===== src/rtl/bhpm_pkg.sv =====
// bhpm_pkg: shared constants, payload structs and control types of the
// bayer hot pixel median fix block; depends on nothing
package bhpm_pkg;

	localparam int MAX_WIDTH  = 2048;
	localparam int MAX_HEIGHT = 4096;
	localparam int RADIUS     = 2;
	localparam int REACH      = 2 * RADIUS;
	localparam int LEAD       = REACH + 1;
	localparam int SLOTS      = 4 * RADIUS + 2;
	localparam int SPAN       = 2 * RADIUS + 1;
	localparam int TAPS       = SPAN * SPAN;

	localparam int PIX_W  = 16;
	localparam int OUT_W  = 12;
	localparam int SHIFT  = 4;
	localparam int WID_W  = 12;
	localparam int HGT_W  = 13;
	localparam int COL_W  = $clog2(MAX_WIDTH);
	localparam int ROW_W  = $clog2(MAX_HEIGHT);
	localparam int SLOT_W = $clog2(SLOTS);
	localparam int SPAN_W = (SPAN > 1) ? $clog2(SPAN) : 1;
	localparam int TAP_W  = $clog2(TAPS + 1);
	localparam int ADDR_W = SLOT_W + COL_W;
	localparam int RAM_DEPTH = SLOTS * MAX_WIDTH;

	localparam int QDEPTH  = 4;
	localparam int QPTR_W  = $clog2(QDEPTH);

	localparam int CFG_IDX_W  = 2;
	localparam int CFG_DATA_W = 16;

	localparam logic [CFG_IDX_W-1:0] CFG_WIDTH  = 2'd0;
	localparam logic [CFG_IDX_W-1:0] CFG_HEIGHT = 2'd1;
	localparam logic [CFG_IDX_W-1:0] CFG_THRESH = 2'd2;

	localparam logic OP_PIXEL = 1'b0;
	localparam logic OP_FLUSH = 1'b1;

	typedef struct packed {
		logic             opcode;
		logic [PIX_W-1:0] raw_pixel;
	} in_t;

	typedef struct packed {
		logic [OUT_W-1:0] corrected_pixel;
		logic             was_replaced;
		logic             frame_last;
	} out_t;

	typedef struct packed {
		logic [WID_W-1:0] width;
		logic [HGT_W-1:0] height;
		logic [PIX_W-1:0] thresh;
	} cfg_t;

	typedef struct packed {
		logic [ROW_W-1:0]  row;
		logic [COL_W-1:0]  col;
		logic [SLOT_W-1:0] slot;
		logic              last;
	} job_t;

	typedef struct packed {
		logic              en;
		logic [ADDR_W-1:0] addr;
		logic [PIX_W-1:0]  data;
	} ram_wr_t;

	typedef struct packed {
		logic              en;
		logic [ADDR_W-1:0] addr;
	} ram_rd_t;

	typedef struct packed {
		logic             full;
		logic             empty;
		logic [ROW_W-1:0] head_row;
	} q_stat_t;

	typedef struct packed {
		logic             busy;
		logic [ROW_W-1:0] row;
	} bk_stat_t;

	typedef enum logic [2:0] {
		BK_IDLE,
		BK_CENTER,
		BK_SWEEP,
		BK_SHIFT,
		BK_FIN
	} bk_state_t;

	function automatic logic is_valid(input logic [PIX_W-1:0] v, input logic [PIX_W-1:0] thr);
		return (v != '0) && (v < thr);
	endfunction

endpackage


===== src/rtl/bhpm_back.sv =====
// bhpm_back: center fetch, neighbour sweep, insertion sort and median output
// depends on bhpm_pkg; reads the line store through a ram read port
module bhpm_back import bhpm_pkg::*; (
	input  logic             clk,
	input  logic             arst_n,
	input  cfg_t             cfg,
	input  job_t             head,
	input  logic             q_empty,
	output logic             q_pop,
	output ram_rd_t          rd,
	input  logic [PIX_W-1:0] rdata,
	output logic             res_valid,
	input  logic             res_ready,
	output out_t             res,
	output bk_stat_t         bs
);

	localparam int SE_W = $clog2(3 * SLOTS);

	bk_state_t         state_q, state_n;
	job_t              job_s1;
	logic [TAP_W-1:0]  tcnt_q;
	logic [SPAN_W-1:0] dr_i_q;
	logic [SPAN_W-1:0] dc_i_q;
	logic              tap_v_s1;
	logic [PIX_W-1:0]  srt_q [TAPS];
	logic [TAP_W-1:0]  n_q;
	logic [TAP_W-1:0]  sh_q;
	logic              res_valid_q;
	out_t              res_q;

	logic              center_ok;
	logic              out_free;
	logic              tap_issue;
	logic              do_insert;
	logic              shift_done;
	logic [TAP_W-1:0]  half;
	logic              res_load;
	out_t              res_n;
	logic [ROW_W:0]    rr;
	logic [COL_W:0]    cc;
	logic [COL_W:0]    ccm;
	logic              in_frame;
	logic [SE_W-1:0]   st;
	logic              le [TAPS];
	logic [PIX_W-1:0]  ins [TAPS];
	logic [PIX_W:0]    pair_sum;
	logic [PIX_W-1:0]  med;

	assign res_valid = res_valid_q;
	assign res       = res_q;

	always_comb begin
		center_ok = is_valid(rdata, cfg.thresh);
		out_free  = !res_valid_q || res_ready;
		half      = (n_q - TAP_W'(1)) >> 1;
		shift_done = (n_q == '0) || (sh_q == half);

		rr = {1'b0, job_s1.row} + ((ROW_W+1)'(dr_i_q) << 1);
		cc = {1'b0, job_s1.col} + ((COL_W+1)'(dc_i_q) << 1);
		ccm = cc - (COL_W+1)'(REACH);
		in_frame = (rr >= (ROW_W+1)'(REACH)) &&
			((rr - (ROW_W+1)'(REACH)) < cfg.height) &&
			(cc >= (COL_W+1)'(REACH)) && (ccm < cfg.width);
		st = SE_W'(job_s1.slot) + (SE_W'(dr_i_q) << 1) + SE_W'(SLOTS - REACH);
		if (st >= SE_W'(SLOTS)) begin
			st = st - SE_W'(SLOTS);
		end
		if (st >= SE_W'(SLOTS)) begin
			st = st - SE_W'(SLOTS);
		end

		for (int k = 0; k < TAPS; k++) begin
			le[k] = (TAP_W'(k) < n_q) && (srt_q[k] <= rdata);
		end
		ins[0] = le[0] ? srt_q[0] : rdata;
		for (int k = 1; k < TAPS; k++) begin
			if (le[k]) begin
				ins[k] = srt_q[k];
			end else if (le[k-1]) begin
				ins[k] = rdata;
			end else begin
				ins[k] = srt_q[k-1];
			end
		end

		pair_sum = {1'b0, srt_q[0]} + {1'b0, srt_q[1]};
		if (n_q == '0) begin
			med = '0;
		end else if (n_q[0]) begin
			med = srt_q[0];
		end else begin
			med = pair_sum[PIX_W:1];
		end

		bs.busy = (state_q != BK_IDLE);
		bs.row  = job_s1.row;
	end

	// next state
	always_comb begin
		state_n = state_q;
		unique case (state_q)
			BK_IDLE: begin
				if (!q_empty) begin
					state_n = BK_CENTER;
				end
			end
			BK_CENTER: begin
				if (!center_ok) begin
					state_n = BK_SWEEP;
				end else if (out_free) begin
					state_n = q_empty ? BK_IDLE : BK_CENTER;
				end
			end
			BK_SWEEP: begin
				if (tcnt_q == TAP_W'(TAPS)) begin
					state_n = BK_SHIFT;
				end
			end
			BK_SHIFT: begin
				if (shift_done) begin
					state_n = BK_FIN;
				end
			end
			BK_FIN: begin
				if (out_free) begin
					state_n = BK_IDLE;
				end
			end
			default: begin
				state_n = BK_IDLE;
			end
		endcase
	end

	// outputs
	always_comb begin
		q_pop     = 1'b0;
		tap_issue = 1'b0;
		do_insert = 1'b0;
		res_load  = 1'b0;
		res_n     = res_q;
		unique case (state_q)
			BK_IDLE: begin
				q_pop = !q_empty;
			end
			BK_CENTER: begin
				if (center_ok && out_free) begin
					q_pop    = !q_empty;
					res_load = 1'b1;
					res_n.corrected_pixel = rdata[PIX_W-1:SHIFT];
					res_n.was_replaced    = 1'b0;
					res_n.frame_last      = job_s1.last;
				end
			end
			BK_SWEEP: begin
				tap_issue = (tcnt_q < TAP_W'(TAPS));
				do_insert = tap_v_s1 && center_ok;
			end
			BK_SHIFT: begin
			end
			BK_FIN: begin
				if (out_free) begin
					res_load = 1'b1;
					res_n.corrected_pixel = med[PIX_W-1:SHIFT];
					res_n.was_replaced    = 1'b1;
					res_n.frame_last      = job_s1.last;
				end
			end
			default: begin
			end
		endcase
		rd.en   = q_pop || tap_issue;
		rd.addr = q_pop ? {head.slot, head.col} : {st[SLOT_W-1:0], ccm[COL_W-1:0]};
	end

	always_ff @(posedge clk) begin
		if (q_pop) begin
			job_s1 <= head;
		end
		if (res_load) begin
			res_q <= res_n;
		end
		if (do_insert) begin
			for (int k = 0; k < TAPS; k++) begin
				srt_q[k] <= ins[k];
			end
		end else if (state_q == BK_SHIFT && !shift_done) begin
			for (int k = 0; k < TAPS - 1; k++) begin
				srt_q[k] <= srt_q[k+1];
			end
		end
	end

	always_ff @(posedge clk or negedge arst_n) begin
		if (!arst_n) begin
			state_q     <= BK_IDLE;
			tcnt_q      <= '0;
			dr_i_q      <= '0;
			dc_i_q      <= '0;
			tap_v_s1    <= 1'b0;
			n_q         <= '0;
			sh_q        <= '0;
			res_valid_q <= 1'b0;
		end else begin
			state_q <= state_n;
			if (res_load) begin
				res_valid_q <= 1'b1;
			end else if (res_ready) begin
				res_valid_q <= 1'b0;
			end
			if (state_q == BK_CENTER && !center_ok) begin
				tcnt_q   <= '0;
				dr_i_q   <= '0;
				dc_i_q   <= '0;
				tap_v_s1 <= 1'b0;
				n_q      <= '0;
				sh_q     <= '0;
			end
			if (state_q == BK_SWEEP) begin
				tap_v_s1 <= tap_issue && in_frame;
				if (do_insert) begin
					n_q <= n_q + TAP_W'(1);
				end
				if (tap_issue) begin
					tcnt_q <= tcnt_q + TAP_W'(1);
					if (dc_i_q == SPAN_W'(SPAN - 1)) begin
						dc_i_q <= '0;
						dr_i_q <= dr_i_q + SPAN_W'(1);
					end else begin
						dc_i_q <= dc_i_q + SPAN_W'(1);
					end
				end
			end
			if (state_q == BK_SHIFT && !shift_done) begin
				sh_q <= sh_q + TAP_W'(1);
			end
		end
	end

endmodule


===== config.mk =====
export PLATFORM = sky130hd
export DESIGN_NAME = bhpm_back
export DESIGN_NICKNAME = d
export VERILOG_FILES = /design/src/rtl/bhpm_pkg.sv /design/src/rtl/bhpm_back.sv
export SDC_FILE = /design/constraint.sdc
export NUM_CORES = 2
export LEC_CHECK = 0
export ABC_AREA = 1
export BUFFER_PORTS_ARGS = -buffer_cell sky130_fd_sc_hd__buf_2
export CAP_MARGIN = 10
export CORE_MARGIN = 2
export CORE_UTILIZATION = 26
export CTS_BUF_LIST = sky130_fd_sc_hd__clkbuf_8
export DETAILED_ROUTE_END_ITERATION = 12
export GPL_TIMING_DRIVEN = 0
export MAX_ROUTING_LAYER = met4
export PLACE_DENSITY_LB_ADDON = 0.25
export SLEW_MARGIN = 25
export SYNTH_ARGS = -nofsm -noshare
export SYNTH_HDL_FRONTEND = slang
export SYNTH_SLANG_ARGS = --single-unit

===== constraint.sdc =====
create_clock -name clk -period 9 [get_ports clk]
set_clock_uncertainty 0.15 [all_clocks]
set_input_delay 0.9 -clock clk [delete_from_list [all_inputs] [get_ports clk]]
set_output_delay 0.9 -clock clk [all_outputs]
set_load 0.005 [all_outputs]

* Word level (Yosys, flattened, before mapping) *
Memories as Yosys holds them, arrays and structs flattened.
Cells that the tools add are included.

word-level totals
  flip-flop bits (word level) = 68
  RAM bits = 400
  input port bits = 89
  output and inout port bits = 45
  word-level logic and storage cells = 298
  memories kept = 1

operators by class
  $add $sub $neg = 15
  $lt $le $gt $ge = 58
  equality and inequality tests = 13
  multiplexer cells = 121
  bitwise operators = 24
  reductions and logical operators = 51

memory list
  memory  depth  bits a word  rd ports  clocked after memory_dff  wr ports  line             text
  srt_q   25     16           25        0                         25        bhpm_back.sv:26  logic [PIX_W-1:0] srt_q [TAPS];

operators by type and width
  cell                                                                    number
  16-bit two-way mux                                                      75
  16-bit <= comparator                                                    25
  5-bit < comparator, first input constant                                9
  5-bit two-way mux                                                       9
  3-bit two-way mux                                                       14
  4-bit by 5-bit < comparator with 1-bit output, first input constant     8
  1-bit logical AND                                                       34
  14-bit two-way mux                                                      2
  14-bit one-hot mux with 2 select lines                                  1
  1-bit bitwise OR                                                        24
  3-bit by 5-bit < comparator with 1-bit output, first input constant     4
  16-bit by 16-bit adder with 17-bit output                               1
  16-bit < comparator                                                     1
  16-bit nonzero test                                                     1
  5-bit by 1-bit adder with 5-bit output, second input constant           3
  1-bit two-way mux                                                       15
  15-bit two-way mux                                                      1
  3-bit one-hot mux with 5 select lines                                   1
  12-bit by 4-bit adder with 13-bit output                                1
  13-bit by 3-bit >= comparator with 1-bit output, second input constant  1
  13-bit < comparator                                                     1
  13-bit by 3-bit subtractor with 13-bit output, second input constant    1
  11-bit by 4-bit adder with 12-bit output                                1
  12-bit by 3-bit >= comparator with 1-bit output, second input constant  1
  29 further kinds                                                        48

* Logic depth before layout (Yosys ltp) *
  depth after elaboration = 9
  depth in mapped cells = 24
  mapped depth without buffers = 24

* Worst setup path before layout *
No wires, ideal clock.

  path kind = in2reg
  from = in rdata[14]
  to = mem srt_q[5][0], in the netlist srt_q[0][80] (enable)
  setup time = 0.372 ns
  arrival = 3.789 ns
  data required time = 8.478 ns
  slack = 4.689 ns
  stages on the path = 13
  buffers on the path = 3
  cell sequence = buf_2 > clkinv_1 > clkbuf_1 > ha_1 > nand4_1 > nor3_1 > nand2_1 > nand2_1 > nand2_1 > nand2_1 > clkbuf_1 > nand2_1 > nand2_1

RTL lines
  what         line             text
  from (decl)  bhpm_back.sv:11  input logic [PIX_W-1:0] rdata,
  to (decl)    bhpm_back.sv:26

* Final worst setup path *
  from = in rdata[0]
  to = out q_pop

on the way
  cells in the longest elaborated chain, start to end = 5

ends and longest elaborated chain
  what                                                        line              text
  16-bit < comparator or 16-bit nonzero test (tied branches)  bhpm_pkg.sv:95    return (v != '0) && (v < thr);
  1-bit logical AND *                                         bhpm_pkg.sv:95
  1-bit logical AND *                                         bhpm_back.sv:149  if (center_ok && out_free) begin
  1-bit two-way mux *                                         bhpm_back.sv:149
  1-bit one-hot mux with 2 select lines *                     bhpm_back.sv:144  unique case (state_q)
  to (decl)                                                   bhpm_back.sv:9    output logic q_pop,

Every way passes the cells marked *; elsewhere a longest branch is shown, timed or not.

==> flow_metrics.py <==
metrics = {
    "floorplanning": {
        "initial_core_util_pct": 26.20,
        "io_pins": 134,
        "floorplan.die_area_um2": 152100,
        "coreArea_um2": 147800,
        "rows": 141,
        "die_x_um": 389.9,
        "die_y_um": 389.9,
    },
    "outcome": {
        "outcome": "completed",
    },
    "clocking": {
        "htreeDepth": 3,
        "cts-buffers-inserted": 92,
        "post_cts_resized": 0,
        "cts_tree": "done",
        "clkTransAtPathRegs_ns": 0.06,
        "cts_sinks": 468,
        "clk_latency_ns": 0.81,
        "cts_max_path_buffers": 3,
        "cts-root-buf": "clkbuf_8",
    },
    "place": {
        "place_ws_ns": 2.613,
        "place.gp.congestion": 0.8872,
        "place_hpwl_mm": 112.6,
        "io_buffers": 133,
    },
    "power": {
        "p_leak_nw": 21.79,
        "powerDensity_nw_per_um2": 226.0,
        "p_total_mw": 9.938,
        "ir_drop_v": 0.0001242,
    },
    "critical_path": {
        "worst-path-buf-inv": 6,
        "cp-start-kind": "input pin",
        "cp_slowest_stage_delay_ns": 0.53,
        "cp_data_arrival_time_ns": 5.01,
        "worst-path-max-fanout": 29,
        "critPathTopFamily": "buffers and inverters",
        "crit_chain": "buf_4 > buf_2 > inv_2 > nand2_1 > nand2_1 > nand2_1 > nand2_1 > nand2_1 > nand2_1 > nand2_1 > nand2_1 > nand4_1 > nand2_1 > nand2_2 > buf_2 > inv_2 > buf_2",
        "r2r_slack_ns": 4.52,
        "required_ns": 7.95,
        "endpoint_kind": "primary output",
        "crit_top_cell": "nand2_1",
        "cp_slowest_cell": "buf_4",
        "worstSetupPathType": "input pin to primary output",
    },
    "grt": {
        "grt_pass1_wl_mm": 221.3,
        "grt_start_max_net_pins": 30,
        "grt_antenna_before_repair": 3,
        "grt.total_usage_pct": 19.82,
        "grt_pass1_vias": 35980,
        "globalRouteOverflowTotal": 0,
    },
    "detailed_routing": {
        "drt_pass1_iterations": 7,
        "drc": 0,
        "vias": 36710,
        "routed_wl_mm": 148.2,
        "final_antenna_net_count": 0,
        "viasPerCell": 4.868,
        "drt_iter0_markers": 2960,
        "wl_per_cell_um": 19.66,
    },
    "logic_synthesis": {
        "synth_area_um2": 38730,
        "synth_edf_count": 442,
        "synth_top_cell_by_area": "edfxtp_1",
        "yosysWarnings": 0,
        "syn_area_per_cell_um2": 7.324,
        "seq_area_frac_synth_pct": 35.95,
        "ys_types": 43,
        "synthTopCellsByArea": "edfxtp_1 (34%), nand2_1 (20%), ha_1 (15%), nand3_1 (10%), inv_1 (5.0%)",
        "async_reset_ff_share_pct": 5.556,
        "synth_cells": 5288,
        "yosysTopAreaCellShare_pct": 34.27,
        "synthFlopType": "edfxtp_1",
        "synth_seq_cells": 468,
        "syn_nets": 5859,
    },
    "cells_and_area": {
        "drive_above_1_share_pct": 8.546,
        "final_nets": 6103,
        "final_cell_mix": "nand2_1 (2042), nand3_1 (779), inv_1 (542)",
        "final_common_cell": "nand2_1",
        "nFillCells": 16220,
        "area_growth_pct": 13.52,
    },
    "hold_path": {
        "min-delay-path-class": "input pin to register",
    },
    "sta": {
        "final_hold_viol_count": 0,
        "finalSetupTns_ns": 0,
        "relSlewSlack_pct": 38.98,
        "rsz0062_at_grt": "no",
        "tightest_slew_ns": 0.9097,
        "maxSlewViolCount": 0,
        "max_freq_ghz": 0.1650,
        "min_period_ns": 6.062,
        "fin_ws_ns": 2.938,
        "fin_crit_sh_pct": 67.36,
        "setup_viol": 0,
    },
    "job": {
        "cap_violations": 0,
    },
}
## report_power, final
part	internal (mW)	leakage, nW	total [mW]	switching, mW
registers	3.14	4.37	3.57	0.438
clock network	1.09	0.968	2.16	1.07
logic	1.38	16.5	4.20	2.82
total	5.61	21.8	9.94	4.33
## stage by stage
step           util (%)  instance area (µm²)  std cells  hold slack, ns
6_report          29.74                43960       7540          0.1279
3_3_place_gp      28.28                41810       7351          0.2507
4_1_cts           29.72                43940       7535         0.06053
3_5_place_dp      28.55                42200       7367          0.2667
5_1_grt           29.74                43960       7540         0.07027
2_1_floorplan         -                38730       5288          0.2503
## cells by family after synthesis
group | after synthesis | synth area share, %
and+or+nand+nor | 3131 | 33.43
buffers and inverters | 765 | 8.406
adders and majority gates | 482 | 15.63
DFF | 468 | 35.95
AOI/OAI and AO/OA | 413 | 5.922
xor gates and xnor gates | 29 | 0.6558
## state kept, by name, indices dropped and copies added, names as in the netlist
name,cells
state_q,3
tap_v_s1,1
bs,12
dc_i_q,3
tcnt_q,5
res_valid,1
dr_i_q,3
srt_q,400
job_s1,16
sh_q,5
res,14
n_q,5
## worst paths after layout
check,from,end,cells past startpoint
worst max-delay path,rdata[0],q_pop,17
worst min-delay path,head[26],bs[10],1
worst min register to register,job_s1[0],res[0],0
min in group asynchronous,arst_n,tcnt_q[4],2
max in group asynchronous,arst_n,sh_q[0],2
worst max register to register,n_q[0],srt_q[0][140],13
## layer usage
metal,GRT usage [%],vias up,part of all wire [%]
li1,-,18020,-
met1,24.99,17330,44
met2,32.35,1060,47
met3,2.945,300,5.4
met4,6.781,0,3.6
met5,-,-,0
## cell usage after synthesis (2+ instances only)
cell type  instances
nand2_1         2042
nand3_1          779
inv_1            517
ha_1             479
edfxtp_1         442
nor2_1           224
a21oi_1          214
o21ai_0          123
buf_2             97
clkbuf_1          92
nand4_1           43
o21bai_1          28
dfrtp_1           26
buf_4             24
o21a_1            24
buf_6             23
xor2_1            21
nor3_1            19
inv_2              8
xnor2_1            8
o21ai_2            7
nand3b_1           6
nand2_2            5
a21oi_2            4
clkinv_1           4
fa_1               3
nor2_2             3
nor2_4             3
a21boi_4           2
a21o_1             2
nor4_1             2
o211ai_1           2
o22ai_1            2
## area by class of cell
class                           count  area, µm²  area share [%]
Antenna cell                        5      12.51         0.02846
Buffer                            236       1346           3.062
Clock buffer                      102       1404           3.193
Clock inverter                     65      327.8          0.7456
Inverter                          529       1986           4.516
Multi-Input combinational cell   4055      21560           49.05
Sequential cell                   468      13920           31.67
Tap cell                         1930       2415           5.493
Timing Repair Buffer              150      985.9           2.243
## timing repair
item                                    in CTS  in global routing
endpoints found under the hold margin       19                  0
hold buffers                                 1                  0
setup buffers                                0                  0
endpoints found under the setup margin       0                  0
(Power assumes the default switching activity.)
