$ cat config.mk
export PLATFORM = sky130hd
export DESIGN_NAME = bhpm_front
export DESIGN_NICKNAME = d
export VERILOG_FILES = /design/src/rtl/bhpm_pkg.sv /design/src/rtl/bhpm_front.sv
export SDC_FILE = /design/constraint.sdc
export NUM_CORES = 1
export LEC_CHECK = 0
export ABC_AREA = 1
export BUFFER_PORTS_ARGS = -buffer_cell sky130_fd_sc_hd__clkbuf_2
export CORE_MARGIN = 2
export CORE_UTILIZATION = 60
export DETAILED_ROUTE_END_ITERATION = 16
export HOLD_SLACK_MARGIN = 0.05
export PLACE_DENSITY = 0.85
export RECOVER_POWER = 100
export SLEW_MARGIN = 20
export SYNTH_ARGS = -nofsm -noshare
export SYNTH_HDL_FRONTEND = slang
export SYNTH_SLANG_ARGS = --single-unit
$ cat constraint.sdc
create_clock -name clk -period 13.9 [get_ports clk]
set_clock_uncertainty 0.1 [all_clocks]
set_input_delay 2.78 -clock clk [delete_from_list [all_inputs] [get_ports clk]]
set_output_delay 2.78 -clock clk [all_outputs]
set_load 0.1 [all_outputs]
$ cat src/rtl/bhpm_pkg.sv
// bhpm_pkg: shared constants, payload structs and control types of the
// bayer hot pixel median fix block; depends on nothing
package bhpm_pkg;

	localparam int MAX_WIDTH  = 2048;
	localparam int MAX_HEIGHT = 4096;
	localparam int RADIUS     = 2;
	localparam int REACH      = 2 * RADIUS;
	localparam int LEAD       = REACH + 1;
	localparam int SLOTS      = 4 * RADIUS + 2;
	localparam int SPAN       = 2 * RADIUS + 1;
	localparam int TAPS       = SPAN * SPAN;

	localparam int PIX_W  = 16;
	localparam int OUT_W  = 12;
	localparam int SHIFT  = 4;
	localparam int WID_W  = 12;
	localparam int HGT_W  = 13;
	localparam int COL_W  = $clog2(MAX_WIDTH);
	localparam int ROW_W  = $clog2(MAX_HEIGHT);
	localparam int SLOT_W = $clog2(SLOTS);
	localparam int SPAN_W = (SPAN > 1) ? $clog2(SPAN) : 1;
	localparam int TAP_W  = $clog2(TAPS + 1);
	localparam int ADDR_W = SLOT_W + COL_W;
	localparam int RAM_DEPTH = SLOTS * MAX_WIDTH;

	localparam int QDEPTH  = 4;
	localparam int QPTR_W  = $clog2(QDEPTH);

	localparam int CFG_IDX_W  = 2;
	localparam int CFG_DATA_W = 16;

	localparam logic [CFG_IDX_W-1:0] CFG_WIDTH  = 2'd0;
	localparam logic [CFG_IDX_W-1:0] CFG_HEIGHT = 2'd1;
	localparam logic [CFG_IDX_W-1:0] CFG_THRESH = 2'd2;

	localparam logic OP_PIXEL = 1'b0;
	localparam logic OP_FLUSH = 1'b1;

	typedef struct packed {
		logic             opcode;
		logic [PIX_W-1:0] raw_pixel;
	} in_t;

	typedef struct packed {
		logic [OUT_W-1:0] corrected_pixel;
		logic             was_replaced;
		logic             frame_last;
	} out_t;

	typedef struct packed {
		logic [WID_W-1:0] width;
		logic [HGT_W-1:0] height;
		logic [PIX_W-1:0] thresh;
	} cfg_t;

	typedef struct packed {
		logic [ROW_W-1:0]  row;
		logic [COL_W-1:0]  col;
		logic [SLOT_W-1:0] slot;
		logic              last;
	} job_t;

	typedef struct packed {
		logic              en;
		logic [ADDR_W-1:0] addr;
		logic [PIX_W-1:0]  data;
	} ram_wr_t;

	typedef struct packed {
		logic              en;
		logic [ADDR_W-1:0] addr;
	} ram_rd_t;

	typedef struct packed {
		logic             full;
		logic             empty;
		logic [ROW_W-1:0] head_row;
	} q_stat_t;

	typedef struct packed {
		logic             busy;
		logic [ROW_W-1:0] row;
	} bk_stat_t;

	typedef enum logic [2:0] {
		BK_IDLE,
		BK_CENTER,
		BK_SWEEP,
		BK_SHIFT,
		BK_FIN
	} bk_state_t;

	function automatic logic is_valid(input logic [PIX_W-1:0] v, input logic [PIX_W-1:0] thr);
		return (v != '0) && (v < thr);
	endfunction

endpackage

$ cat src/rtl/bhpm_front.sv
// bhpm_front: config registers, input/output position tracking, line store
// writes and job issue; depends on bhpm_pkg
module bhpm_front import bhpm_pkg::*; (
	input  logic                  clk,
	input  logic                  arst_n,
	input  logic                  pix_valid,
	output logic                  pix_ready,
	input  in_t                   pix,
	input  logic                  cfg_we,
	input  logic [CFG_IDX_W-1:0]  cfg_index,
	input  logic [CFG_DATA_W-1:0] cfg_data,
	input  q_stat_t               qs,
	input  bk_stat_t              bs,
	output logic                  push,
	output job_t                  job,
	output ram_wr_t               wr,
	output cfg_t                  cfg
);

	cfg_t              cfg_q;
	logic [ROW_W:0]    in_row_q;
	logic [COL_W-1:0]  in_col_q;
	logic [SLOT_W-1:0] in_slot_q;
	logic [ROW_W-1:0]  out_row_q;
	logic [COL_W-1:0]  out_col_q;
	logic [SLOT_W-1:0] out_slot_q;
	logic              drain_q;
	logic              frame_end_q;

	logic              outstanding;
	logic [ROW_W-1:0]  oldest;
	logic              hold;
	logic              accept;
	logic              do_write;
	logic [COL_W:0]    col_inc;
	logic [ROW_W:0]    row_n;
	logic [COL_W:0]    col_n;
	logic [SLOT_W-1:0] slot_n;
	logic              drain_n;
	logic [ROW_W:0]    need_row;
	logic [COL_W:0]    need_col;
	logic              ready_out;
	logic              last;
	logic [COL_W:0]    out_col_inc;
	logic [WID_W-1:0]  w_clamp;
	logic [HGT_W-1:0]  h_clamp;
	logic              cfg_hit;

	function automatic logic [SLOT_W-1:0] slot_next(input logic [SLOT_W-1:0] s);
		return (s == SLOT_W'(SLOTS - 1)) ? '0 : s + SLOT_W'(1);
	endfunction

	assign cfg = cfg_q;

	always_comb begin
		outstanding = bs.busy || !qs.empty;
		oldest      = bs.busy ? bs.row : qs.head_row;
		hold        = outstanding &&
			(frame_end_q || (in_row_q > ({1'b0, oldest} + (ROW_W+1)'(LEAD))));
		pix_ready   = !qs.full && !hold;
		accept      = pix_valid && pix_ready;
		do_write    = accept && (pix.opcode == OP_PIXEL) && !drain_q;

		col_inc = {1'b0, in_col_q} + (COL_W+1)'(1);
		row_n   = in_row_q;
		col_n   = {1'b0, in_col_q};
		slot_n  = in_slot_q;
		drain_n = drain_q;
		if (do_write) begin
			if (col_inc >= cfg_q.width) begin
				col_n   = '0;
				row_n   = in_row_q + (ROW_W+1)'(1);
				slot_n  = slot_next(in_slot_q);
				drain_n = (row_n >= cfg_q.height);
			end else begin
				col_n = col_inc;
			end
		end

		need_row = {1'b0, out_row_q} + (ROW_W+1)'(REACH);
		if (need_row > cfg_q.height - HGT_W'(1)) begin
			need_row = cfg_q.height - HGT_W'(1);
		end
		need_col = {1'b0, out_col_q} + (COL_W+1)'(REACH);
		if (need_col > cfg_q.width - WID_W'(1)) begin
			need_col = cfg_q.width - WID_W'(1);
		end
		ready_out = drain_n || (row_n > need_row) || ((row_n == need_row) && (col_n > need_col));
		push      = accept && ready_out;

		last = ({1'b0, out_row_q} == cfg_q.height - HGT_W'(1)) &&
			({1'b0, out_col_q} == cfg_q.width - WID_W'(1));
		out_col_inc = {1'b0, out_col_q} + (COL_W+1)'(1);

		job.row  = out_row_q;
		job.col  = out_col_q;
		job.slot = out_slot_q;
		job.last = last;

		wr.en   = do_write;
		wr.addr = {in_slot_q, in_col_q};
		wr.data = pix.raw_pixel;

		w_clamp = cfg_data[WID_W-1:0];
		if (w_clamp == '0) begin
			w_clamp = WID_W'(1);
		end else if (w_clamp > WID_W'(MAX_WIDTH)) begin
			w_clamp = WID_W'(MAX_WIDTH);
		end
		h_clamp = cfg_data[HGT_W-1:0];
		if (h_clamp == '0) begin
			h_clamp = HGT_W'(1);
		end else if (h_clamp > HGT_W'(MAX_HEIGHT)) begin
			h_clamp = HGT_W'(MAX_HEIGHT);
		end
		cfg_hit = (cfg_index == CFG_WIDTH) || (cfg_index == CFG_HEIGHT) ||
			(cfg_index == CFG_THRESH);
	end

	always_ff @(posedge clk or negedge arst_n) begin
		if (!arst_n) begin
			cfg_q.width  <= WID_W'(640);
			cfg_q.height <= HGT_W'(480);
			cfg_q.thresh <= PIX_W'(4096);
			in_row_q     <= '0;
			in_col_q     <= '0;
			in_slot_q    <= '0;
			out_row_q    <= '0;
			out_col_q    <= '0;
			out_slot_q   <= '0;
			drain_q      <= 1'b0;
			frame_end_q  <= 1'b0;
		end else if (cfg_we) begin
			unique case (cfg_index)
				CFG_WIDTH: begin
					cfg_q.width <= w_clamp;
				end
				CFG_HEIGHT: begin
					cfg_q.height <= h_clamp;
				end
				CFG_THRESH: begin
					cfg_q.thresh <= cfg_data[PIX_W-1:0];
				end
				default: begin
				end
			endcase
			if (cfg_hit) begin
				in_row_q    <= '0;
				in_col_q    <= '0;
				in_slot_q   <= '0;
				out_row_q   <= '0;
				out_col_q   <= '0;
				out_slot_q  <= '0;
				drain_q     <= 1'b0;
				frame_end_q <= 1'b0;
			end
		end else begin
			if (frame_end_q && !outstanding) begin
				frame_end_q <= 1'b0;
			end
			if (accept) begin
				if (push && last) begin
					in_row_q    <= '0;
					in_col_q    <= '0;
					in_slot_q   <= '0;
					out_row_q   <= '0;
					out_col_q   <= '0;
					out_slot_q  <= '0;
					drain_q     <= 1'b0;
					frame_end_q <= 1'b1;
				end else begin
					in_row_q  <= row_n;
					in_col_q  <= col_n[COL_W-1:0];
					in_slot_q <= slot_n;
					drain_q   <= drain_n;
					if (push) begin
						if (out_col_inc >= cfg_q.width) begin
							out_col_q  <= '0;
							out_row_q  <= out_row_q + ROW_W'(1);
							out_slot_q <= slot_next(out_slot_q);
						end else begin
							out_col_q <= out_col_inc[COL_W-1:0];
						end
					end
				end
			end
		end
	end

endmodule

# Word-level counts from Yosys, hierarchy flattened
# Index checks and enable logic that the tools add are counted.
totals:
  ff_bits: 98
  inputBits: 66
  elab_cells: 130
  out_inout_bits: 103
op_classes:
  bitwise: 1
  n_addsub: 11
  n_reduce_logical: 36
  mux: 53
  eq_ne: 8
  magnitude_cmp: 10
ops:
  columns: ["op", "count"]
  rows:
  - ["2-to-1 mux 12 bit", 12]
  - ["2-to-1 mux 13 bit", 9]
  - ["2-to-1 mux 11 bit", 9]
  - ["2-to-1 mux 4 bit", 13]
  - ["greater-than comparator 13 bit", 3]
  - ["adder 12 x 3 -> 13 bit (second input constant)", 2]
  - ["adder 11 x 1 -> 12 bit (second input constant)", 2]
  - ["greater-or-equal comparator 12 bit", 2]
  - ["greater-than comparator 12 bit", 2]
  - ["adder 13 x 1 -> 13 bit (second input constant)", 1]
  - ["equality test 12 x 13 -> 1 bit", 1]
  - ["equality test 13 bit", 1]
  - ["greater-or-equal comparator 13 bit", 1]
  - ["greater-than comparator 13 bit (second input constant)", 1]
  - ["logical NOT 13 bit", 1]
  - ["subtractor 13 x 1 -> 13 bit (second input constant)", 1]
  - ["adder 11 x 3 -> 12 bit (second input constant)", 1]
  - ["adder 12 x 1 -> 12 bit (second input constant)", 1]
  - ["equality test 11 x 12 -> 1 bit", 1]
  - ["greater-than comparator 12 bit (second input constant)", 1]
  - ["logical NOT 12 bit", 1]
  - ["nonzero test 3 bit", 4]
  - ["subtractor 12 x 1 -> 12 bit (second input constant)", 1]
  - ["logical AND 1 bit", 10]
  - ["14 further kinds", 38]

# Logic depth before layout (Yosys ltp)
logic_depth:
  depth_word: 19
  ltp_mapped: 43
  mapped_depth_nobuf: 41

# Worst setup path before layout
# No wires, ideal clock.
synth_timing:
  path_type: "input -> output"
  start: "in bs[12] (netlist bit)"
  end: "out push"
  t_arrival_ns: 7.838
  path_slack_ns: 3.182
  required_time_ns: 11.020
  stages: 30
  path_buffers: 3
  path_cell_list: "buf_2 > buf_1 > mux2i_1 > nor3_1 > nand3_1 > xor2_1 > ha_1 > nand2_1 > nor2_2 > nand2_1 > nor2_1 > a21oi_1 > nand2_1 > nand4_2 > nor2_4 > nand2_2 > clkbuf_1 > o21ai_0 > inv_1 > ha_1 > nand2_1 > inv_1 > nand3_1 > nor2_1 > nand2_1 > nor2_1 > nand2_1 > nand3_1 > nor2_1 > nor2_1"
synth_via:
  elab_chain_cells: 15
  elab_cells_between_ends: 21
synth_rtl:
  columns: ["element", "line_no", "rtl"]
  rows:
  - ["start, declared", "bhpm_front.sv:13", "input bk_stat_t bs,"]
  - ["2-to-1 mux 12 bit", "bhpm_front.sv:57", "oldest = bs.busy ? bs.row : qs.head_row;"]
  - ["adder 12 x 3 -> 13 bit", "bhpm_front.sv:59", "(frame_end_q || (in_row_q > ({1'b0, oldest} + (ROW_W+1)'(LEAD))));"]
  - ["greater-than comparator 13 bit", "bhpm_front.sv:59", null]
  - ["logical OR 1 bit", "bhpm_front.sv:59", null]
  - ["logical AND 1 bit (*)", "bhpm_front.sv:58", "hold = outstanding &&"]
  - ["logical NOT 1 bit (*)", "bhpm_front.sv:60", "pix_ready = !qs.full && !hold;"]
  - ["logical AND 1 bit (*)", "bhpm_front.sv:60", null]
  - ["logical AND 1 bit (*)", "bhpm_front.sv:61", "accept = pix_valid && pix_ready;"]
  - ["logical AND 1 bit (2 in a row)", "bhpm_front.sv:62", "do_write = accept && (pix.opcode == OP_PIXEL) && !drain_q;"]
  - ["2-to-1 mux 13 bit or 2-to-1 mux 12 bit (tied branches)", "bhpm_front.sv:69", "if (do_write) begin"]
  - ["greater-than comparator 13 bit, or another cell as far along", "bhpm_front.sv:88", "ready_out = drain_n || (row_n > need_row) || ((row_n == need_row) && (col_n > need_col));"]
  - ["logical OR 1 bit or logical AND 1 bit (tied branches)", "bhpm_front.sv:88", null]
  - ["logical OR 1 bit", "bhpm_front.sv:88", null]
  - ["logical AND 1 bit (*)", "bhpm_front.sv:89", "push = accept && ready_out;"]
  - ["end, declared", "bhpm_front.sv:14", "output logic push,"]
# Every way passes the cells marked *; elsewhere a longest branch is shown, timed or not.

# Worst setup path after layout
# Ends and elaborated chain as after synthesis.

==> flow_summary.toml <==
[yosys]
synth.yosys.seq_area_share_pct = 25.0
syn-num-nets = 1640
synth-edff-count = 0
synthFlopType = "sky130_fd_sc_hd__dfrtp_1"
synth.top_cells.by_area = "sky130_fd_sc_hd__dfrtp_1 23%, sky130_fd_sc_hd__nand2_1 15%, sky130_fd_sc_hd__ha_1 14%"
netlist-cell-type-count = 46
post-synth-top-area-fraction_pct = 23.1
cell_count_after_synthesis = 1461
synth_commonest_cells = "385 x sky130_fd_sc_hd__nand2_1, 207 x sky130_fd_sc_hd__inv_1, 115 x sky130_fd_sc_hd__nand3_1, 113 x sky130_fd_sc_hd__ha_1, 111 x sky130_fd_sc_hd__o21ai_0"
mappedNetlistArea_um2 = 9850
synth_most_common_cell = "sky130_fd_sc_hd__nand2_1"
synthesis.yosys.warnings = 0
synth_top_area_cell = "sky130_fd_sc_hd__dfrtp_1"
async_reset_ff_share_pct = 100
ys_ff_latch = 98
syn_area_per_cell_um2 = 6.74

[sta]
finalWorstPathRequiredPeriod_ns = 11.82
fin_hold_ws_ns = 0.392
max_clock_freq_ghz = 0.0846
final_hold_viol_count = 0
final-setup-viol-count = 0
setup_slack_ns = 2.08
setup_tns_ns = 0
timing_worst_slew_pin_value_ns = 3.50
rsz0062_at_grt = "no"
finalMaxSlewViolations = 101
slew_headroom_pct = -133
final_min_period_over_clock_period_pct = 85.0

[floorplanning]
placeableCoreArea_um2 = 15900
std_cell_rows = 46
die_area_um2 = 17500
initial_core_util_pct = 61.8
boundaryPins = 169
die-width_um = 132
die_height_um = 132

[routing]
drt.antenna.violating_nets = 0
route.detailed.wl_per_inst_um = 16.4
routed_wirelength_mm = 29.3
detailedRoute.firstPassIterationCount = 6
drc_errors = 0
vias = 10000
initialDrtViolationCount = 1046
detail_route.vias_per_cell = 5.64

[setup_path]
worstRegToRegCells = 30
slowest_delay_ns = 0.58
r2r-end = "out_row_q[11]"
crit_path_max_fanout = 27
timing.critical_path.from_type = "primary input"
critical_path.reg2reg.startpoint = "out_row_q[3]"
critical_path_required_ns = 11.02
worst_path_most_repeated_cell = "sky130_fd_sc_hd__nand2_1"
timing.critical_path.to_type = "output port"
crit_path_max_delay_cell_type = "sky130_fd_sc_hd__clkbuf_1"
timing.critical_path.arrival_ns = 8.94
timing.reg2reg.setup_slack_ns = 7.10
critPathKind = "primary input to output port"

[global_routing]
wire_length_of_the_first_global_routing_pass_mm = 46.6
grt_remaining_overflow = 0
grt_max_degree = 66
grt_antenna_before_repair = 0
track_usage_pct = 33.5
first_global_vias = 9171

[clocking]
cts_max_path_buffers = 2
ctsRootBufferMaster = "sky130_fd_sc_hd__clkbuf_16"
clock_sink_count = 98
cts_resized = 0
number_of_h_tree_levels = 3
cts-buffers-inserted = 9
clock_insertion_delay_worst_skew_ns = 0.36
post_cts_hold_buffer_count = 0
cts.repair_timing.setup_buffer_count = 0
clkTransAtPathRegs_ns = 0.07
cts_tree = "yes"

[layout]
n_antenna_cell = 0
nFillCells = 1528
drive_gt1_share_pct = 6.90
final_area_um2 = 10700
finalNetCount = 1739
layout-area-overhead-vs-synth_pct = 8.14

[placed_design]
dp.final_hpwl_mm = 23.6
placement.cell_area_um2 = 10500
pre_cts_slack_ns = 2.87
port_buffers = 136
globalplace.congestion = 1.01

[run_status]
failed_checks = "capacitance limit, slew limit"
run_status = "finished with violations"

[hold_path]
worst_hold_path.endpoint = "cfg[3]"
hp-class = "flop to flop"
min_from = "cfg[3]"
holdPathStages = 2

[power]
power.density_nw_per_um2 = 108
leakagePower_nw = 5.71
max_rail_drop_vdd_uv = 109
p_total_mw = 1.15

[job]
cap_violations = 2
==> state kept, by name (all words and copies together), names as in the netlist, 4 cells and up <==
register    count
out_col_q      11
out_row_q      12
out_slot_q      4
in_col_q       11
cfg            41
in_row_q       13
in_slot_q       4
==> cell families (layout without fill, tap and decap cells) <==
family,after synthesis,count (layout),share of synthesized area [%]
and+or+nand+nor,697,697,30.9
muxes,10,10,1.09
xor gates and xnor gates,59,59,5.39
AOI/OAI and AO/OA,217,217,11.8
buffers and inverters,267,371,11.5
adders and majority gates,113,113,14.4
DFF,98,98,25.0
==> metal layers <==
| layer | part of all wire [%] | vias up | track usage [%] |
|---|---|---|---|
| li1 | - | 4983 | - |
| met4 | 3.5 | 0 | 13.9 |
| met3 | 8.2 | 68 | 5.38 |
| met1 | 45 | 4591 | 47.4 |
| met5 | 0 | - | 0 |
| met2 | 43 | 403 | 51.0 |
==> report_power, final <==
part	total, mW	switching [mW]	internal, mW	leakage, nW
sequential	0.343	0.0325	0.311	1.29
clock	0.259	0.118	0.141	0.144
combinational	0.547	0.422	0.125	4.28
total	1.15	0.573	0.577	5.71
==> area by class of cell <==
| class | count | area (um^2) | area share [%] |
|---|---|---|---|
| tap | 216 | 270 | 2.54 |
| timing repair buffer | 143 | 603 | 5.66 |
| inverter | 212 | 796 | 7.47 |
| clock buffer | 11 | 233 | 2.19 |
| sequential | 98 | 2460 | 23.1 |
| clock inverter | 5 | 61.3 | 0.576 |
| multi-input combinational | 1096 | 6230 | 58.5 |
==> per-stage QoR <==
| step | utilization, % | std cells |
|---|---|---|
| after floorplan | - | 1461 |
| after global placement | 66.0 | 1765 |
| after detailed placement | 66.0 | 1765 |
| after CTS | 67.9 | 1781 |
| after global routing | 66.8 | 1781 |
| final | 66.8 | 1781 |
==> how the worst max path moves through the flow <==
| stage | to | cells past startpoint | startpoint |
|---|---|---|---|
| finish | push | 31 | bs[12] |
| detailed placement | push | 31 | bs[12] |
| CTS | push | 31 | bs[12] |
| global placement | push | 31 | bs[12] |
| global route | push | 31 | bs[12] |
| floorplan | push | 30 | bs[12] |
==> placed cells by master, fill, tap and decap left out, types with 27 or more instances in the layout <==
cell                       synthesis  routed
sky130_fd_sc_hd__o22ai_1          27      27
sky130_fd_sc_hd__a21oi_1          52      52
sky130_fd_sc_hd__clkbuf_2          0      47
sky130_fd_sc_hd__xor2_1           52      52
sky130_fd_sc_hd__clkbuf_1         22      96
sky130_fd_sc_hd__nand2_1         385     388
sky130_fd_sc_hd__nand3_1         115     116
sky130_fd_sc_hd__dfrtp_1          91      91
sky130_fd_sc_hd__nor2_1           97      99
sky130_fd_sc_hd__nand4_1          31      32
sky130_fd_sc_hd__inv_1           207     207
sky130_fd_sc_hd__o21ai_0         111     121
sky130_fd_sc_hd__ha_1            113     113
==> worst max-delay path: cells and delay by family <==
family          cells  cell delay (ns)
simple gates       21             3.31
buf+inv             4             1.32
compound gates      3             0.75
fa+ha+maj           2             0.59
xor+xnor            1             0.17
No activity file was read; power rests on OpenSTA's default activity.
