[config.mk]
export PLATFORM = sky130hd
export DESIGN_NAME = bhpm_queue
export DESIGN_NICKNAME = d
export VERILOG_FILES = /design/src/rtl/bhpm_pkg.sv /design/src/rtl/bhpm_queue.sv
export SDC_FILE = /design/constraint.sdc
export NUM_CORES = 1
export LEC_CHECK = 0
export BUFFER_PORTS_ARGS = -buffer_cell sky130_fd_sc_hd__buf_2
export CAP_MARGIN = 20
export CORE_MARGIN = 5
export CORE_UTILIZATION = 35
export CTS_CLUSTER_SIZE = 30
export DETAILED_ROUTE_END_ITERATION = 12
export PLACE_DENSITY = 0.63
export SLEW_MARGIN = 20
export SYNTH_ARGS = -nofsm -noshare
export SYNTH_HDL_FRONTEND = slang
export SYNTH_SLANG_ARGS = --single-unit
[constraint.sdc]
create_clock -name clk -period 2.1 [get_ports clk]
set_input_delay 0.105 -clock clk [delete_from_list [all_inputs] [get_ports clk]]
set_output_delay 0.105 -clock clk [all_outputs]
set_load 0.01 [all_outputs]
[src/rtl/bhpm_pkg.sv]
// bhpm_pkg: shared constants, payload structs and control types of the
// bayer hot pixel median fix block; depends on nothing
package bhpm_pkg;

	localparam int MAX_WIDTH  = 2048;
	localparam int MAX_HEIGHT = 4096;
	localparam int RADIUS     = 2;
	localparam int REACH      = 2 * RADIUS;
	localparam int LEAD       = REACH + 1;
	localparam int SLOTS      = 4 * RADIUS + 2;
	localparam int SPAN       = 2 * RADIUS + 1;
	localparam int TAPS       = SPAN * SPAN;

	localparam int PIX_W  = 16;
	localparam int OUT_W  = 12;
	localparam int SHIFT  = 4;
	localparam int WID_W  = 12;
	localparam int HGT_W  = 13;
	localparam int COL_W  = $clog2(MAX_WIDTH);
	localparam int ROW_W  = $clog2(MAX_HEIGHT);
	localparam int SLOT_W = $clog2(SLOTS);
	localparam int SPAN_W = (SPAN > 1) ? $clog2(SPAN) : 1;
	localparam int TAP_W  = $clog2(TAPS + 1);
	localparam int ADDR_W = SLOT_W + COL_W;
	localparam int RAM_DEPTH = SLOTS * MAX_WIDTH;

	localparam int QDEPTH  = 4;
	localparam int QPTR_W  = $clog2(QDEPTH);

	localparam int CFG_IDX_W  = 2;
	localparam int CFG_DATA_W = 16;

	localparam logic [CFG_IDX_W-1:0] CFG_WIDTH  = 2'd0;
	localparam logic [CFG_IDX_W-1:0] CFG_HEIGHT = 2'd1;
	localparam logic [CFG_IDX_W-1:0] CFG_THRESH = 2'd2;

	localparam logic OP_PIXEL = 1'b0;
	localparam logic OP_FLUSH = 1'b1;

	typedef struct packed {
		logic             opcode;
		logic [PIX_W-1:0] raw_pixel;
	} in_t;

	typedef struct packed {
		logic [OUT_W-1:0] corrected_pixel;
		logic             was_replaced;
		logic             frame_last;
	} out_t;

	typedef struct packed {
		logic [WID_W-1:0] width;
		logic [HGT_W-1:0] height;
		logic [PIX_W-1:0] thresh;
	} cfg_t;

	typedef struct packed {
		logic [ROW_W-1:0]  row;
		logic [COL_W-1:0]  col;
		logic [SLOT_W-1:0] slot;
		logic              last;
	} job_t;

	typedef struct packed {
		logic              en;
		logic [ADDR_W-1:0] addr;
		logic [PIX_W-1:0]  data;
	} ram_wr_t;

	typedef struct packed {
		logic              en;
		logic [ADDR_W-1:0] addr;
	} ram_rd_t;

	typedef struct packed {
		logic             full;
		logic             empty;
		logic [ROW_W-1:0] head_row;
	} q_stat_t;

	typedef struct packed {
		logic             busy;
		logic [ROW_W-1:0] row;
	} bk_stat_t;

	typedef enum logic [2:0] {
		BK_IDLE,
		BK_CENTER,
		BK_SWEEP,
		BK_SHIFT,
		BK_FIN
	} bk_state_t;

	function automatic logic is_valid(input logic [PIX_W-1:0] v, input logic [PIX_W-1:0] thr);
		return (v != '0) && (v < thr);
	endfunction

endpackage

[src/rtl/bhpm_queue.sv]
// bhpm_queue: short job queue between front and back
// depends on bhpm_pkg
module bhpm_queue import bhpm_pkg::*; (
	input  logic    clk,
	input  logic    arst_n,
	input  logic    push,
	input  job_t    push_job,
	input  logic    pop,
	output job_t    head,
	output q_stat_t qs
);

	job_t              mem_q [QDEPTH];
	logic [QPTR_W-1:0] wr_ptr_q;
	logic [QPTR_W-1:0] rd_ptr_q;
	logic [QPTR_W:0]   cnt_q;
	logic              do_push;
	logic              do_pop;

	always_comb begin
		head        = mem_q[rd_ptr_q];
		qs.full     = (cnt_q == (QPTR_W+1)'(QDEPTH));
		qs.empty    = (cnt_q == '0);
		qs.head_row = head.row;
		do_push     = push && !qs.full;
		do_pop      = pop && !qs.empty;
	end

	always_ff @(posedge clk) begin
		if (do_push) begin
			mem_q[wr_ptr_q] <= push_job;
		end
	end

	always_ff @(posedge clk or negedge arst_n) begin
		if (!arst_n) begin
			wr_ptr_q <= '0;
			rd_ptr_q <= '0;
			cnt_q    <= '0;
		end else begin
			if (do_push) begin
				wr_ptr_q <= wr_ptr_q + QPTR_W'(1);
			end
			if (do_pop) begin
				rd_ptr_q <= rd_ptr_q + QPTR_W'(1);
			end
			if (do_push && !do_pop) begin
				cnt_q <= cnt_q + (QPTR_W+1)'(1);
			end else if (do_pop && !do_push) begin
				cnt_q <= cnt_q - (QPTR_W+1)'(1);
			end
		end
	end

endmodule

# == Word level (Yosys, flattened, before mapping) ==
# Memories as Yosys holds them, arrays and structs flattened.
# Cells that the tools add are included.
# Widths: inputs -> output; s select.
# word_totals
out_inout_bits,42
wordCells,23
ramBits,112
latchBits,0
memories,1
romBits,0
input_bits,32
reg_bits,7
# memory_table
name,depth,word_bits,read_ports,rd_clocked_by_memory_dff,write_ports,line,rtl
mem_q,4,28,1,0,1,bhpm_queue.sv:13,job_t mem_q [QDEPTH];
# op_classes
n_reduce_logical,10
n_mul,0
n_bitwise,0
add_sub_neg,4
n_eq_ne,1
n_shift,0
muxes,4
magnitude_cmp,0
n_div,0
# op_table
cell,n
$mux 3,2
$add 2x1->2 const B,2
$logic_and 1x1->1,4
$logic_not 1->1,4
$add 3x1->3 const B,1
$eq 3x3->1 const B,1
$logic_not 3->1,1
$sub 3x1->3 const B,1
$mux 1,2
$reduce_bool 2->1,1

# == Longest topological paths before layout ==
# Gate-level depths: netlist of run 1.
# logic_depth
depth_word,7
mapped_depth,9
depth_no_buf,8

# == Least setup slack after synthesis of run 1 ==
# Ideal clock, no wire load.
# synth_timing
path_kind,register -> register
startpoint,register cnt_q[0]
endpoint,register cnt_q[2]
setup_slack_ns,0.123
setup_time_ns,0.079
required_ns,2.021
n_path_buf,0
path_stages_with_launch,9
t_arrival_ns,1.898
path_cell_list,dfrtp_1 -> or3_1 -> nand2_1 -> ha_1 -> inv_1 -> fa_1 -> xor2_1 -> nor2_1 -> xor2_1
# synth_between
elab_chain_cells,6
# synth_lines
element,line,rtl
"start, declared",bhpm_queue.sv:16,logic [QPTR_W:0] cnt_q;
"start signal, assigned",bhpm_queue.sv:48,cnt_q <= cnt_q + (QPTR_W+1)'(1);
"start signal, assigned",bhpm_queue.sv:50,cnt_q <= cnt_q - (QPTR_W+1)'(1);
"parallel branches: the longest is 6 deep, another holds $sub 3x1->3",n/a,
# Parallel ways; which one is timed is not known. The select of a mux whose other input is x is not followed.
# A chain may end at the register's enable or synchronous reset.

# == Worst setup path in the final report of run 1 ==
# Ends and elaborated chain as after synthesis.

==> Implementation_results.wiki, run 1 <==
{| class="wikitable"
! Metric !! Value
|-
| Dominant cells by area after synthesis || sky130_fd_sc_hd__edfxtp_1 (74%), sky130_fd_sc_hd__mux4_2 (14%), sky130_fd_sc_hd__dfrtp_1 (3.9%), sky130_fd_sc_hd__buf_4 (2.5%), sky130_fd_sc_hd__ha_1 (1.4%)
|-
| Quantity of I/O buffers inserted on ports || 73
|-
| Leakage power figure || 2.12 nW
|-
| Max Clk Rate || 0.505 GHz
|-
| Power density normalized to cell area || 1440 nW/µm²
|-
| Final period demand of the worst path || 1.98 ns
|-
| Seq cells post-synth || 119
|-
| Final non-filler cell area || 5910 µm²
|-
| Post-synthesis cell type with the largest combined area || sky130_fd_sc_hd__edfxtp_1
|-
| Cell area after technology mapping || 4550 µm²
|-
| Share of synthesized area occupied by flip-flops and latches || 77.8%
|-
| Worst setup skew after layout || 0.00798 ns
|-
| Count of fill cells added during filler insertion || 1071
|-
| Net count reported at finish || 340
|-
| Gate count of the mapped netlist || 194
|-
| DP Area || 5040 µm²
|-
| Initial antenna violation count || 0
|-
| Arrival time at the worst endpoint || 2.30 ns
|-
| Category of the worst setup path capture point || flip-flop
|-
| Worst-case vdd ir drop || 0.588 mV
|-
| Count of non-filler cells in the finished layout || 487
|-
| RePlAce Congestion || 0.731
|-
| Largest net degree at the start of global routing || 29
|-
| Share of post-route cells with drive strength above 1 || 47.0%
|-
| Data required time at the worst endpoint || 2.42 ns
|-
| Clock edge transition at the registers on the reported setup and hold paths || 0.06 ns
|-
| Total global-route track usage || 11.0%
|-
| Sum of routed wire length over all layers || 7850 µm
|-
| Die height || 124 µm
|-
| Clock insertion delay at the later pin of the skew report || 0.40 ns
|-
| Part of the cycle the worst path needs || 94.4%
|-
| Full die area || 15400 µm²
|-
| Ratio of routed vias to standard cells || 4.39
|-
| Area inside the core boundary || 12700 µm²
|-
| Max-cap violation count || 0
|-
| Width of the die || 124 µm
|-
| Post-placement cell count || 425
|-
| Most frequent standard cell in the layout excluding fill and tap cells || sky130_fd_sc_hd__edfxtp_1
|-
| Worst Max-Slew Pin Slew || 0.789 ns
|-
| Maximum fanout encountered on the critical timing path || 3
|-
| H-tree lvl count || 4
|-
| Max-slew violation count || 0
|-
| Max-slew headroom at the worst pin || 47.4%
|-
| Post-detail-place hpwl || 4610 µm
|-
| Grt total ovfl || 0
|-
| Number of design rule violations left after detail routing || 0
|-
| Cts bufs inserted || 17
|-
| Setup violation total in the final timing report || 0
|-
| Outcome || completed
|-
| Net count of the mapped netlist || 232
|-
| Buffer type at the clock tree root || sky130_fd_sc_hd__clkbuf_16
|-
| Average routed wire per standard cell || 16.1 µm
|-
| Starting DRC count in detailed routing || 151
|-
| Critical setup path kind || reg2reg
|-
| Path class of the lowest-slack min-delay path || in2async
|-
| Sinks on Clock Net || 119
|-
| Initial Util || 35.9%
|-
| Post-route total power || 8.52 mW
|-
| Maximum root-to-sink buffer count || 2
|-
| Critical Path Start || cnt_q[0]$_DFFE_PN0P_
|-
| Router iterations before antenna repair || 4
|-
| Antenna cells || 0
|-
| Count of different cell masters after synthesis || 20
|-
| Final hold vios || 0
|-
| Mean instance size in the synthesized netlist || 23.4 µm²
|-
| Setup crit start kind || flip-flop
|-
| Final core utilization || 46.6%
|-
| Post-CTS setup buffer count || 0
|-
| Number of nets still failing antenna checks after routing || 0
|-
| Worst flop-to-flop path startpoint || cnt_q[0]$_DFFE_PN0P_
|-
| CTS tree || done
|-
| Wire length of the first global-routing pass || 12200 µm
|-
| Via Count || 2140
|-
| Io pins || 74
|-
| Highest-count cells in the layout ignoring fill and taps || sky130_fd_sc_hd__edfxtp_1 (112), sky130_fd_sc_hd__buf_2 (73), sky130_fd_sc_hd__dlygate4sd3_1 (30)
|-
| Syn. warnings || 0
|-
| Number of global-route vias before repair || 2323
|-
| Rows || 41
|-
| Synthesis-to-finish area growth || 30.0%
|-
| Proportion of netlist area held by the largest area contributor || 74.0%
|}
[state kept, by name (all words and copies together), names as in the netlist]
name / cells
mem_q: 112
wr_ptr_q: 2
rd_ptr_q: 2
cnt_q: 3
[layer usage]
metal / wire length, µm / vias up / track usage [%]
met3: 539 / 4 / 4.36
met5: 0 / - / 0
li1: - / 998 / -
met4: 64 / 0 / 4.31
met2: 4070 / 60 / 18.4
met1: 3180 / 1078 / 12.9
[logic make-up (layout without fill, tap and decap cells)]
group	after synthesis	in the layout	share of synthesized area [%]
XOR/XNOR	6	6	1.16
adder cells (fa/ha/maj)	6	6	1.82
buffers and inverters	23	144	3.38
flip-flops	119	119	77.8
multiplexers	30	30	14.4
AND/OR/NAND/NOR	10	10	1.38
[layout make-up]
cell class	instances	area, µm²	share of cell area [%]
clock buffers	18	429	7.26
clock inverters	14	124	2.10
inverters	4	15.0	0.254
multi-input cells	52	872	14.8
flip-flops and latches	119	3540	59.9
well taps	172	215	3.64
repair buffers	108	716	12.1
[repair_timing]
action	CTS	global route
gates resized for setup	1	3
hold buffers	30	0
endpoints found under the hold margin	121	0
cloned	0	0
endpoints found under the setup margin	1	1
[stage by stage]
step	setup TNS, ns	hold WS, ns	worst slack [ns]
detailed placement	0	-0.0507	0.0523
CTS	0	0.0471	0.0630
global route	-0.00683	0.0634	-0.00683
finish	0	0.0632	0.118
floorplan	0	-0.191	0.123
global placement	0	-0.0502	0.124
[worst max-delay path, cell delays in order (launching register included)]
cell and delay [ns]:
sky130_fd_sc_hd__dfrtp_1 0.38, sky130_fd_sc_hd__or3_4 0.40, sky130_fd_sc_hd__nand2_2 0.09, sky130_fd_sc_hd__ha_2 0.19, sky130_fd_sc_hd__inv_1 0.05, sky130_fd_sc_hd__fa_1 0.37
sky130_fd_sc_hd__xor2_1 0.15, sky130_fd_sc_hd__nor2_1 0.11, sky130_fd_sc_hd__xor2_1 0.15
[path summary, 6_finish.rpt]
check	slack, ns	end	cells past startpoint
max	0.12	cnt_q[2]$_DFFE_PN0P_	8
min	0.06	cnt_q[2]$_DFFE_PN0P_	2
max reg2reg	0.12	cnt_q[2]$_DFFE_PN0P_	8
min reg2reg	0.47	rd_ptr_q[1]$_DFFE_PN0P_	1
max in group asynchronous	1.86	rd_ptr_q[0]$_DFFE_PN0P_	2
min in group clk	0.29	wr_ptr_q[0]$_DFFE_PN0P_	4
[synthesized netlist by cell type, drive strengths merged]
master,number
and2,4
buf,19
dfrtp,7
edfxtp,112
fa,1
ha,5
inv,4
mux2,2
mux4,28
nand2,1
nand3,1
nor2,1
nor2b,1
nor3b,1
or3,1
xnor2,4
xor2,2
[report_power, final]
group	internal (mW)	leakage [nW]	switching [mW]
logic	1.22	0.750	1.35
clock network	1.63	0.265	1.02
registers	3.16	1.11	0.131
total	6.02	2.12	2.50
Note: power is estimated with default switching activity, not from simulation.
==> run 2: changes to the inputs <==
--- a/config.mk
+++ b/config.mk
@@ -5,13 +5,15 @@
 export SDC_FILE = /design/constraint.sdc
 export NUM_CORES = 1
 export LEC_CHECK = 0
+export ABC_AREA = 1
 export BUFFER_PORTS_ARGS = -buffer_cell sky130_fd_sc_hd__buf_2
 export CAP_MARGIN = 20
 export CORE_MARGIN = 5
 export CORE_UTILIZATION = 35
 export CTS_CLUSTER_SIZE = 30
 export DETAILED_ROUTE_END_ITERATION = 12
-export PLACE_DENSITY = 0.63
+export PLACE_DENSITY = 0.62
+export SETUP_SLACK_MARGIN = 0.15
 export SLEW_MARGIN = 20
 export SYNTH_ARGS = -nofsm -noshare
 export SYNTH_HDL_FRONTEND = slang
==> constraint.sdc (replaced) <==
create_clock -name clk -period 1.9 [get_ports clk]
set_input_delay 0.095 -clock clk [delete_from_list [all_inputs] [get_ports clk]]
set_output_delay 0.095 -clock clk [all_outputs]
set_load 0.01 [all_outputs]
==> run 2 against run 1 <==
Power up 28%. Sequential power up 11%. Die area up 11%. Clock skew down 0.00079 ns. Sequential cell count unchanged. Register-to-register slack better by 0.095 ns. Non-clock buffer count up 22. Final cell count up 47%. Via count up 51%. Setup slack better by 0.095 ns. Maximum frequency up 18%. Critical endpoint is now cnt_q[1]$_DFFE_PN0P_. Largest cell class unchanged.
==> Implementation_results.wiki, run 2 <==
{| class="wikitable"
! Metric !! Value
|-
| Outcome || completed
|-
| Seq cells post-synth || 119
|-
| DP Area || 5670 µm²
|-
| Grt total ovfl || 0
|-
| Most Frequent Cell on Critical Path || sky130_fd_sc_hd__inv_2
|-
| Via Count || 3234
|-
| Count of fill cells added during filler insertion || 1245
|-
| Met1 Routed Length || 4490 µm
|-
| Worst Max-Slew Pin Slew || 0.317 ns
|-
| Final period demand of the worst path || 1.69 ns
|-
| Antenna cells || 0
|-
| Area inside the core boundary || 14400 µm²
|-
| Count of different cell masters after synthesis || 19
|-
| Share of synthesized area occupied by flip-flops and latches || 69.6%
|-
| Number of global-route vias before repair || 3300
|-
| Final hold vios || 0
|-
| RePlAce Congestion || 0.826
|-
| Final non-filler cell area || 6730 µm²
|-
| Category of the worst setup path capture point || flip-flop
|-
| Average routed wire per standard cell || 14.4 µm
|-
| Net count reported at finish || 557
|-
| Power density normalized to cell area || 1620 nW/µm²
|-
| Most used flip-flop cell after synthesis || sky130_fd_sc_hd__edfxtp_1
|-
| Max-slew violation count || 0
|-
| Sinks on Clock Net || 119
|-
| Cell area after technology mapping || 5080 µm²
|-
| Synthesis-to-finish area growth || 32.4%
|-
| Sum of met3 wire segment lengths after detailed routing || 538 µm
|-
| Part of the cycle the worst path needs || 88.7%
|-
| Post-detail-place hpwl || 6460 µm
|-
| Full die area || 17000 µm²
|-
| Starting DRC count in detailed routing || 185
|-
| Maximum root-to-sink buffer count || 2
|-
| Net count of the mapped netlist || 438
|-
| Syn. warnings || 0
|-
| Most frequent standard cell in the layout excluding fill and tap cells || sky130_fd_sc_hd__edfxtp_1
|-
| Io pins || 74
|-
| Slowest-stage cell, CP || sky130_fd_sc_hd__fa_2
|-
| Gate count of the mapped netlist || 400
|-
| Wire length of the first global-routing pass || 16400 µm
|-
| Total global-route track usage || 12.7%
|-
| Top routing layer used || met4
|-
| Routed met2 length || 5080 µm
|-
| Crit path cell chain || inv_2, nand3_4, nand2_4, inv_2, ha_4, inv_2, fa_2, nand2_1, o21ai_1
|-
| Max-cap violation count || 0
|-
| Unrepaired setup endpoints after global routing || true
|-
| Post-synthesis cell type with the largest combined area || sky130_fd_sc_hd__edfxtp_1
|-
| Arrival time at the worst endpoint || 1.97 ns
|-
| Fraction of registers with async set/reset || 5.88%
|-
| Number of flip-flops under the largest register name || 112
|-
| Count of flip-flops with a built-in enable after synthesis || 112
|-
| CTS tree || done
|-
| Most frequent cells after synthesis || sky130_fd_sc_hd__edfxtp_1 (112), sky130_fd_sc_hd__nand2_1 (102), sky130_fd_sc_hd__inv_1 (69), sky130_fd_sc_hd__o211ai_1 (37), sky130_fd_sc_hd__o211ai_2 (19)
|-
| Max Clk Rate || 0.593 GHz
|-
| Ratio of routed vias to standard cells || 4.52
|-
| Number of nets still failing antenna checks after routing || 0
|-
| Registers with the most flip-flops || mem_q: 112 flops, cnt_q: 3 flops
|-
| Die height || 131 µm
|-
| Setup crit start kind || flip-flop
|-
| Register cell area after layout || 3540 µm²
|-
| Path class of the lowest-slack min-delay path || in2async
|-
| Cts bufs inserted || 17
|-
| Worst setup skew after layout || 0.00719 ns
|-
| Router iterations before antenna repair || 4
|-
| Data required time at the worst endpoint || 2.19 ns
|-
| Number of design rule violations left after detail routing || 0
|-
| Maximum fanout encountered on the critical timing path || 3
|-
| Smallest hold slack || 0.0651 ns
|-
| Quantity of I/O buffers inserted on ports || 73
|-
| Highest cell delay on the worst timing path || 0.43 ns
|-
| Top-count cell post-synth || sky130_fd_sc_hd__edfxtp_1
|-
| Buffer type at the clock tree root || sky130_fd_sc_hd__clkbuf_16
|-
| Clock insertion delay at the later pin of the skew report || 0.41 ns
|-
| Initial antenna violation count || 0
|-
| Dominant cells by area after synthesis || sky130_fd_sc_hd__edfxtp_1 (66%), sky130_fd_sc_hd__nand2_1 (7.5%), sky130_fd_sc_hd__o211ai_1 (5.5%), sky130_fd_sc_hd__inv_1 (5.1%), sky130_fd_sc_hd__o211ai_2 (4.7%)
|-
| Max-slew headroom at the worst pin || 78.9%
|-
| Largest net degree at the start of global routing || 43
|-
| Clock edge transition at the registers on the reported setup and hold paths || 0.05 ns
|-
| Total area of multi-input combinational cells || 1140 µm²
|-
| Highest-count cells in the layout ignoring fill and taps || sky130_fd_sc_hd__edfxtp_1 (112), sky130_fd_sc_hd__nand2_1 (99), sky130_fd_sc_hd__buf_2 (73)
|-
| Biggest register || mem_q
|-
| Width of the die || 131 µm
|-
| Worst-case vdd ir drop || 0.866 mV
|-
| Sum of routed wire length over all layers || 10300 µm
|-
| Proportion of netlist area held by the largest area contributor || 66.1%
|-
| Mean instance size in the synthesized netlist || 12.7 µm²
|-
| Share of post-route cells with drive strength above 1 || 30.5%
|-
| Initial Util || 35.4%
|-
| Count of buffering cells on the critical path with inverters included || 3
|-
| Leakage power figure || 2.84 nW
|-
| Setup violation total in the final timing report || 0
|-
| Cell class contributing the biggest share of worst-path delay || adder cells
|-
| Critical setup path kind || reg2reg
|-
| H-tree lvl count || 4
|-
| Rows || 44
|}
## run 2: path summary, 6_finish.rpt
check	slack (ns)	to	cells after the start	from
max in group asynchronous	1.66	rd_ptr_q[1]$_DFFE_PN0P_	2	arst_n
hold reg to reg	0.54	wr_ptr_q[1]$_DFFE_PN0P_	2	wr_ptr_q[1]$_DFFE_PN0P_
setup reg to reg	0.21	cnt_q[1]$_DFFE_PN0P_	9	cnt_q[1]$_DFFE_PN0P_
min in group clk	0.44	mem_q[0][4]$_DFFE_PP_	2	push_job[4]
hold / removal	0.07	cnt_q[1]$_DFFE_PN0P_	2	arst_n
setup / recovery	0.21	cnt_q[1]$_DFFE_PN0P_	9	cnt_q[1]$_DFFE_PN0P_
## run 2: layout make-up
cell class | instances | area share, %
Sequential cell | 119 | 52.6
Multi-Input combinational cell | 178 | 16.9
Timing Repair Buffer | 130 | 14.0
Clock buffer | 20 | 6.49
Inverter | 73 | 4.22
Tap cell | 184 | 3.42
Clock inverter | 12 | 2.34
## run 2: timing repair
item / 4_1_cts / 5_1_grt
setup buffers: 4 / 7
hold buffers: 31 / 0
pin swaps: 1 / 3
gates resized for setup: 8 / 13
hold endpoints to repair: 123 / 0
setup endpoints to repair: 42 / 23
## run 2: per-stage QoR
step                      utilization (%)  setup WS (ns)  instances  setup TNS, ns  total power, mW
after floorplan                         -       -0.00724        400         -0.811             6.29
after global placement               39.4          0.202        642              0             7.34
final                                46.8          0.214        716              0             10.9
after detailed placement             39.4         0.0691        642              0             7.44
after CTS                            46.1          0.154        709              0             10.8
after global routing                 46.8         0.0875        716              0             11.6
## run 2: worst reg2reg max path: stages, from the launching register on
cell                      delay (ns)
sky130_fd_sc_hd__dfrtp_1        0.40
sky130_fd_sc_hd__inv_2          0.13
sky130_fd_sc_hd__nand3_4        0.09
sky130_fd_sc_hd__nand2_4        0.07
sky130_fd_sc_hd__inv_2          0.05
sky130_fd_sc_hd__ha_4           0.16
sky130_fd_sc_hd__inv_2          0.07
sky130_fd_sc_hd__fa_2           0.43
sky130_fd_sc_hd__nand2_1        0.10
sky130_fd_sc_hd__o21ai_1        0.08
## run 2: logic make-up after synthesis
logic type                 Yosys count  share of synthesized area (%)
DFF                                119                           69.6
and+or+nand+nor                    114                           8.64
buffers and inverters              103                           9.74
AOI/OAI and AO/OA                   57                           10.2
adders and majority gates            6                           1.62
xor gates and xnor gates             1                          0.172
## run 2: metal layers
layer  track usage, %  vias up
met2             21.6       93
met5                0        -
met1             15.6     1528
li1                 -     1594
met3             3.01       19
met4             5.20        0
## run 2: power breakdown
group	internal (mW)	total [mW]	switching, mW
combinational	1.60	4.06	2.46
clock	2.16	3.20	1.04
sequential	3.47	3.65	0.182
total	7.23	10.9	3.68
